File: src/hw/rtl/assert_macros.svh
// Assertion helpers for the RTL files; included by esrf_ctrl.sv.
`ifndef ASSERT_MACROS_SVH
`define ASSERT_MACROS_SVH

// Same-cycle implication, disabled while reset is asserted.
`define ASSERT_IMPL(lbl, clk, rst_n, ante, cons) \
	lbl: assert property (@(posedge clk) disable iff (!(rst_n)) (ante) |-> (cons)) \
		else $error("assertion failed");

// Next-cycle implication, disabled while reset is asserted.
`define ASSERT_NEXT(lbl, clk, rst_n, ante, cons) \
	lbl: assert property (@(posedge clk) disable iff (!(rst_n)) (ante) |=> (cons)) \
		else $error("assertion failed");

`endif

File: src/hw/rtl/esrf_pkg.sv
package esrf_pkg;

	localparam int COUNT_W = 16;
	localparam int TIME_W  = 32;
	localparam int SPEED_W = 40;
	localparam int ALPHA_W = 17;
	localparam int CFG_W   = 17;
	localparam int DEN_W   = COUNT_W + TIME_W;
	localparam int PROD_W  = SPEED_W + ALPHA_W;

	// One quotient bit per divider step.
	localparam int DIV_STEPS = SPEED_W;
	localparam int DIV_CNT_W = $clog2(DIV_STEPS);

	// 60000 ms per minute, times 256 for the Q32.8 result.
	localparam logic [23:0] SPEED_SCALE = 24'd15360000;
	localparam logic [ALPHA_W-1:0] ONE_Q16 = 17'd65536;

	localparam logic [15:0] CPR_RESET   = 16'd1024;
	localparam logic [ALPHA_W-1:0] ALPHA_RESET = 17'd52429;

	typedef enum logic [0:0] {
		REG_COUNTS_PER_REV = 1'b0,
		REG_FILTER_ALPHA   = 1'b1
	} cfg_reg_t;

	typedef enum logic [2:0] {
		ST_IDLE,
		ST_LOAD,
		ST_DIV,
		ST_MUL,
		ST_FIN
	} state_t;

	typedef struct packed {
		logic accept;
		logic load;
		logic div_step;
		logic mul;
		logic finish;
	} dp_cmd_t;

	typedef struct packed {
		logic out_free;
	} dp_status_t;

endpackage

File: src/hw/rtl/esrf_ctrl.sv
`include "assert_macros.svh"

module esrf_ctrl (
	input  logic                  clk,
	input  logic                  arst_n,
	input  logic                  in_valid,
	output logic                  in_ready,
	input  esrf_pkg::dp_status_t  status,
	output esrf_pkg::dp_cmd_t     cmd
);

	esrf_pkg::state_t state_q, state_next;
	logic [esrf_pkg::DIV_CNT_W-1:0] div_cnt_q;
	logic div_last;

	assign div_last = (div_cnt_q == esrf_pkg::DIV_CNT_W'(esrf_pkg::DIV_STEPS - 1));

	always_ff @(posedge clk or negedge arst_n) begin
		if (!arst_n) begin
			state_q   <= esrf_pkg::ST_IDLE;
			div_cnt_q <= '0;
		end else begin
			state_q <= state_next;
			if (cmd.load) begin
				div_cnt_q <= '0;
			end else if (cmd.div_step) begin
				div_cnt_q <= div_cnt_q + 1'b1;
			end
		end
	end

	always_comb begin
		state_next = state_q;
		case (state_q)
			esrf_pkg::ST_IDLE: begin
				if (in_valid) state_next = esrf_pkg::ST_LOAD;
			end
			esrf_pkg::ST_LOAD: begin
				state_next = esrf_pkg::ST_DIV;
			end
			esrf_pkg::ST_DIV: begin
				if (div_last) state_next = esrf_pkg::ST_MUL;
			end
			esrf_pkg::ST_MUL: begin
				state_next = esrf_pkg::ST_FIN;
			end
			esrf_pkg::ST_FIN: begin
				// Hold the finished result until the output register is free.
				if (status.out_free) state_next = esrf_pkg::ST_IDLE;
			end
			default: begin
				state_next = esrf_pkg::ST_IDLE;
			end
		endcase
	end

	always_comb begin
		cmd      = '0;
		in_ready = 1'b0;
		case (state_q)
			esrf_pkg::ST_IDLE: begin
				in_ready   = 1'b1;
				cmd.accept = in_valid;
			end
			esrf_pkg::ST_LOAD: begin
				cmd.load = 1'b1;
			end
			esrf_pkg::ST_DIV: begin
				cmd.div_step = 1'b1;
			end
			esrf_pkg::ST_MUL: begin
				cmd.mul = 1'b1;
			end
			esrf_pkg::ST_FIN: begin
				cmd.finish = status.out_free;
			end
			default: begin
				cmd = '0;
			end
		endcase
	end

	`ASSERT_IMPL(a_cmd_exclusive, clk, arst_n, 1'b1, $onehot0(cmd))
	`ASSERT_NEXT(a_load_then_div, clk, arst_n, cmd.load, state_q == esrf_pkg::ST_DIV && div_cnt_q == '0)
	`ASSERT_NEXT(a_div_full_length, clk, arst_n, cmd.div_step && !div_last, state_q == esrf_pkg::ST_DIV)
	`ASSERT_IMPL(a_ready_only_idle, clk, arst_n, in_ready, !cmd.div_step && !cmd.finish)

endmodule

File: config.mk
export PLATFORM = sky130hd
export DESIGN_NAME = esrf_ctrl
export DESIGN_NICKNAME = d
export VERILOG_FILES = /design/src/hw/rtl/esrf_pkg.sv /design/src/hw/rtl/esrf_ctrl.sv
export VERILOG_INCLUDE_DIRS = /design/src /design/src/hw/rtl
export SDC_FILE = /design/constraint.sdc
export NUM_CORES = 1
export LEC_CHECK = 0
export BUFFER_PORTS_ARGS = -buffer_cell sky130_fd_sc_hd__buf_2
export CAP_MARGIN = 20
export CORE_AREA = 2 2 39 41
export CTS_CLUSTER_DIAMETER = 100
export CTS_CLUSTER_SIZE = 10
export DETAILED_ROUTE_END_ITERATION = 8
export DIE_AREA = 0 0 41 43
export GPL_TIMING_DRIVEN = 1
export PLACE_DENSITY = 0.58
export SLEW_MARGIN = 10
export SYNTH_ARGS = -nofsm -noshare
export SYNTH_HDL_FRONTEND = slang
export SYNTH_SLANG_ARGS = --single-unit
File: constraint.sdc
create_clock -name clk -period 2.4 [get_ports clk]
set_input_delay 0 -clock clk [delete_from_list [all_inputs] [get_ports clk]]
set_output_delay 0 -clock clk [all_outputs]
set_load 0.03 [all_outputs]
==> results.md, run 1 <==
- RSZ-0062 raised after global routing: false
- Mapped Avg Cell Area: 10.8 um2
- Synth area leaders: dfrtp_1 47%, mux2i_1 6.3%, mux2i_4 4.7%
- Final Hold Vio Count: 0
- Initial Utilization: 0.344
- Register area share after synthesis: 0.474
- Initial antenna violation count: 0
- Status: finished clean
- Die Y-Extent: 43 um
- Port bufs: 9
- Finished Layout Cells: 74
- Worst slack at placement: 1.00 ns
- Required time worst endpoint: 2.40 ns
- CP Capture Type: output port
- Hold depth: 3
- Top cell type's share of synthesized area: 0.474
- CTS Buffer Depth: 2
- Top Ports: 10
- Synth warn: 0
- Area grow syn2layout: 21.8%
- First-pass GRT wire length: 1.41 mm
- Wire per inst: 11.9 um
- CTS H-tree lvls: 1
- Vias in the first global route: 336
- HPWL after DPL: 641 um
- # resized after CTS: 0
- # hold bufs at CTS: 2
- Cells after Synth: 44
- Reg2Reg Depth: 4
- DRT Pass-1 Iters: 4
- Max Clk Rate: 0.652 GHz
- Clk sink count: 9
- Slew @ Worst Pin: 0.325 ns
- DRC: 0
- Rel. slew slack: 0.781
- CTS clk-pin slew, worst paths: 0.06 ns
- Net Count, Synth: 49
- Total wire length: 881 um
- Post-Syn Area: 475 um2
- Final period util: 0.639
- Largest net degree at the start of global routing: 10
- Post-CTS Setup Inserts: 0
- Worst R2R Setup Slack: 0.99 ns
- Die Footprint: 1760 um2
- Setup violations, final: 0
- Vias/cell: 4.88
- Vias: 361
- RR Endpoint: div_cnt_q[1]
- Overall routing resource usage: 0.122
- Hold wc startpoint: in_valid
- Final slew viol count: 0
- CTS root buf: clkbuf_4
- Ant diodes: 0
- # fillers: 144
- Netlist cell types: 24
- Worst Skew: 0.00657 ns
- TNS Setup: 0 ns
- Worst Setup Start Kind: flop
- Total power: 0.700 mW
- Worst path arrival time: 1.53 ns
- Largest fanout on the critical path: 6
- Min Tclk post-route: 1.53 ns
- # nets final: 64
- Leak: 0.309 nW
- Power Density: 1210 nW/um2
- CTS tree: done
- Tightest Hold Check Type: primary input to flop
- Rows: 14
- Post-synthesis register bit count: 9
- Core box area: 1380 um2
- Setup CP Type: flop to output port
- Max Cap Viol: 0
- Post-Place Cells: 68
- DR iter-0 viols: 2
- GR Overflow Total: 0
- Worst-Skew Late Latency: 0.26 ns
- Post-route ant nets: 0
- RR Startpoint: state_q[1]
- Die width: 41 um
- Hold slack final: 0.0565 ns
- Peak VDD IR: 0.413 mV
- CTS buffer count: 3
- Most frequent cells in the layout: 9 x dfrtp_1, 9 x buf_2, 5 x nand2_1
- PnR worst setup slack: 0.866 ns
- Layout cells sized above 1: 0.310
- Worst Hold Path EP: state_q[0]
- Placer congestion estimate: 0.814
- Post-synth top area cell: dfrtp_1
[synthesized netlist by cell type]
cell      count
dfrtp_1       9
or3b_2        1
buf_4         1
ha_1          1
or3b_4        1
nor4bb_1      1
nor3_1        2
mux2_4        1
nor3b_1       1
a32oi_1       1
mux2i_1       3
inv_1         2
nand4_1       3
nand2_1       5
nor2_1        2
and2_1        1
and3_1        2
a22o_1        1
mux2i_4       1
clkinv_2      1
inv_2         1
o21ai_0       1
nand3_1       1
o21bai_1      1
[cell type report]
class / instances / area (um2) / area share
clock buffers: 4 / 26.3 / 0.0454
multi-input cells: 30 / 226 / 0.391
inverters: 4 / 16.3 / 0.0281
flip-flops and latches: 9 / 225 / 0.389
well taps: 16 / 20.0 / 0.0346
repair buffers: 11 / 65.1 / 0.112
[state kept, by name (all words and copies together) (netlist names)]
signal / cells
div_cnt_q: 6
state_q: 3
[layer usage]
metal | wire, um | vias to the layer above | part of all wire | global-route usage
met4 | 5 | 0 | 0.0057 | 0.0800
met5 | 0 | - | 0 | 0
met2 | 398 | 6 | 0.45 | 0.166
met1 | 442 | 167 | 0.50 | 0.166
li1 | - | 186 | - | -
met3 | 34 | 2 | 0.039 | 0.0314
[worst max path at each step]
stage | start | to | slack (ns) | cells after the start
after floorplan | state_q[1] | cmd[4] | 0.85 | 2
after global placement | state_q[1] | div_cnt_q[1] | 1.00 | 4
after detailed placement | state_q[2] | div_cnt_q[1] | 1.00 | 4
after CTS | state_q[1] | cmd[3] | 0.87 | 3
after global routing | state_q[1] | cmd[3] | 0.81 | 3
final | state_q[1] | cmd[3] | 0.87 | 3
[critical path, stage by stage (launching register included)]
cell and delay (ns):
dfrtp_1 0.42, or3b_2 0.56, inv_2 0.10, buf_2 0.19
[logic make-up (layout without fill, tap and decap cells)]
kind of cell / Yosys count / in the layout / share of synthesized area
AND/OR/NAND/NOR: 20 / 20 / 0.245
buffers and inverters: 5 / 19 / 0.0500
multiplexers: 5 / 5 / 0.142
flip-flops: 9 / 9 / 0.474
adder cells (fa/ha/maj): 1 / 1 / 0.0263
AO/OA/AOI/OAI: 4 / 4 / 0.0632
[stage by stage]
stage,area (um2),util
after CTS,579,0.419
after global routing,579,0.419
after detailed placement,533,0.385
after global placement,533,0.385
final,579,0.419
after floorplan,475,-
[power by group]
part           switching (mW)  internal (mW)  total (mW)
clock                  0.0514         0.0640       0.115
combinational           0.201          0.130       0.331
sequential             0.0577          0.196       0.254
(Power assumes the default switching activity.)
==> run 2: changes to the inputs <==
==> constraint.sdc (replaced) <==
create_clock -name clk -period 1.5 [get_ports clk]
set_input_delay 0 -clock clk [delete_from_list [all_inputs] [get_ports clk]]
set_output_delay 0 -clock clk [all_outputs]
set_load 0.03 [all_outputs]
==> results.md, run 2 (same netlist as run 1, synthesis figures left out) <==
- Status: finished clean
- Post-route ant nets: 0
- Top Ports: 10
- Peak VDD IR: 1.01 mV
- CP max stage cell: dfrtp_1
- First-pass GRT wire length: 1.36 mm
- Die Footprint: 1760 um2
- Setup violations, final: 0
- Worst-Skew Late Latency: 0.26 ns
- Most common cell after layout, fill and taps aside: dfrtp_1
- Slew @ Worst Pin: 0.269 ns
- Vias/cell: 4.84
- Worst slack at placement: 0.0894 ns
- Die width: 41 um
- Leak: 0.322 nW
- Post-Layout Inst Area: 604 um2
- Total wire length: 896 um
- HPWL after DPL: 682 um
- Core box area: 1380 um2
- DR iter-0 viols: 6
- Layout cells sized above 1: 0.350
- Worst Skew: 0.00602 ns
- Vias: 368
- Overall routing resource usage: 0.117
- Fin util: 0.437
- Rel. slew slack: 0.818
- Clk sink count: 9
- CTS clk-pin slew, worst paths: 0.06 ns
- CP Capture Type: output port
- Top delay family on crit path: flip-flops
- Post-Place Cell Area: 553 um2
- Port bufs: 9
- CTS Buffer Depth: 2
- Placer congestion estimate: 0.788
- DRC: 0
- Largest fanout on the critical path: 7
- # fillers: 136
- Worst Setup Start Kind: flop
- Final period util: 0.958
- PnR worst setup slack: 0.0627 ns
- DRT Pass-1 Iters: 3
- Initial Utilization: 0.344
- Top reg by flops: div_cnt_q
- Worst path max stage delay: 0.44 ns
- Tightest Hold Check Type: primary input to flop
- Final slew viol count: 0
- Max Cap Viol: 0
- Largest net degree at the start of global routing: 10
- Required time worst endpoint: 1.50 ns
- Min Tclk post-route: 1.44 ns
- Crit path cell chain: or3b_4, clkinv_2, buf_2
- Area grow syn2layout: 27.1%
- Ant diodes: 0
- WP buf/inv: 2
- Initial antenna violation count: 0
- Regs by FF count: div_cnt_q x6, state_q x3
- Most frequent cells in the layout: 9 x dfrtp_1, 8 x buf_2, 5 x nand2_1
- Max Clk Rate: 0.696 GHz
- CTS H-tree lvls: 1
- # nets final: 66
- Final Hold Vio Count: 0
- CTS tree: done
- RSZ-0062 raised after global routing: false
- CTS buffer count: 3
- Die Y-Extent: 43 um
- Wire per inst: 11.8 um
- Setup CP Type: flop to output port
- GR Overflow Total: 0
- TNS Setup: 0 ns
- Power Density: 1960 nW/um2
- Total power: 1.18 mW
- CTS root buf: clkbuf_4
- Rows: 14
- Vias in the first global route: 358
- Max reg flops: 6
- Worst path arrival time: 1.44 ns
## run 2: cell types whose count changed in the layout (fill, tap and decap cells not counted), sizes merged
cell,delta
buf,+2
## run 2: path summary, 6_finish.rpt
path / startpoint / end / slack [ns] / cells after the start
max: state_q[1] / cmd[2] / 0.06 / 3
min: in_valid / state_q[0] / 0.06 / 3
min in group asynchronous: arst_n / div_cnt_q[2] / 0.11 / 2
max in group asynchronous: arst_n / div_cnt_q[5] / 1.21 / 2
max reg2reg: state_q[1] / div_cnt_q[2] / 0.11 / 3
min reg2reg: div_cnt_q[5] / div_cnt_q[5] / 0.46 / 1
## run 2: per-layer routing
layer / GRT usage / share of wire / vias up
met5: 0 / 0 / -
met4: 0.100 / 0.0056 / 0
met3: 0.0314 / 0.041 / 2
met2: 0.163 / 0.48 / 7
met1: 0.140 / 0.47 / 168
li1: - / - / 191
## run 2: final cells by class
| class | count | area (um2) | area share |
|---|---|---|---|
| Timing Repair Buffer | 13 | 82.6 | 0.137 |
| Sequential cell | 9 | 225 | 0.373 |
| Clock buffer | 4 | 26.3 | 0.0435 |
| Inverter | 4 | 16.3 | 0.0269 |
| Tap cell | 16 | 20.0 | 0.0331 |
| Multi-Input combinational cell | 30 | 234 | 0.387 |
## run 2: worst min-delay path: cells and delay by family
| kind | cells | cell delay [ns] |
|---|---|---|
| and+or+nand+nor | 1 | 0.13 |
| buffers and inverters | 1 | 0.08 |
| AOI/OAI and AO/OA | 1 | 0.05 |
## run 2: repair_timing
| action | in CTS | in global routing |
|---|---|---|
| setup buffers | 0 | 0 |
| pin swaps | 0 | 0 |
| resized for setup | 1 | 1 |
| cloned | 0 | 0 |
| setup endpoints to repair | 1 | 1 |
| hold buffers | 2 | 0 |
| hold endpoints to repair | 10 | 0 |
## run 2: power by group
part | total, mW | internal [mW] | switching, mW
registers | 0.398 | 0.313 | 0.0845
clock network | 0.187 | 0.103 | 0.0848
logic | 0.600 | 0.252 | 0.348
total | 1.18 | 0.668 | 0.517
## run 2: metrics by stage
| stage | cells | hold WS (ns) |
|---|---|---|
| 6_report | 76 | 0.0640 |
| 5_1_grt | 76 | 0.117 |
| 4_1_cts | 76 | 0.0686 |
| 3_5_place_dp | 70 | -0.142 |
| 3_3_place_gp | 70 | -0.137 |
| 2_1_floorplan | 44 | -0.296 |
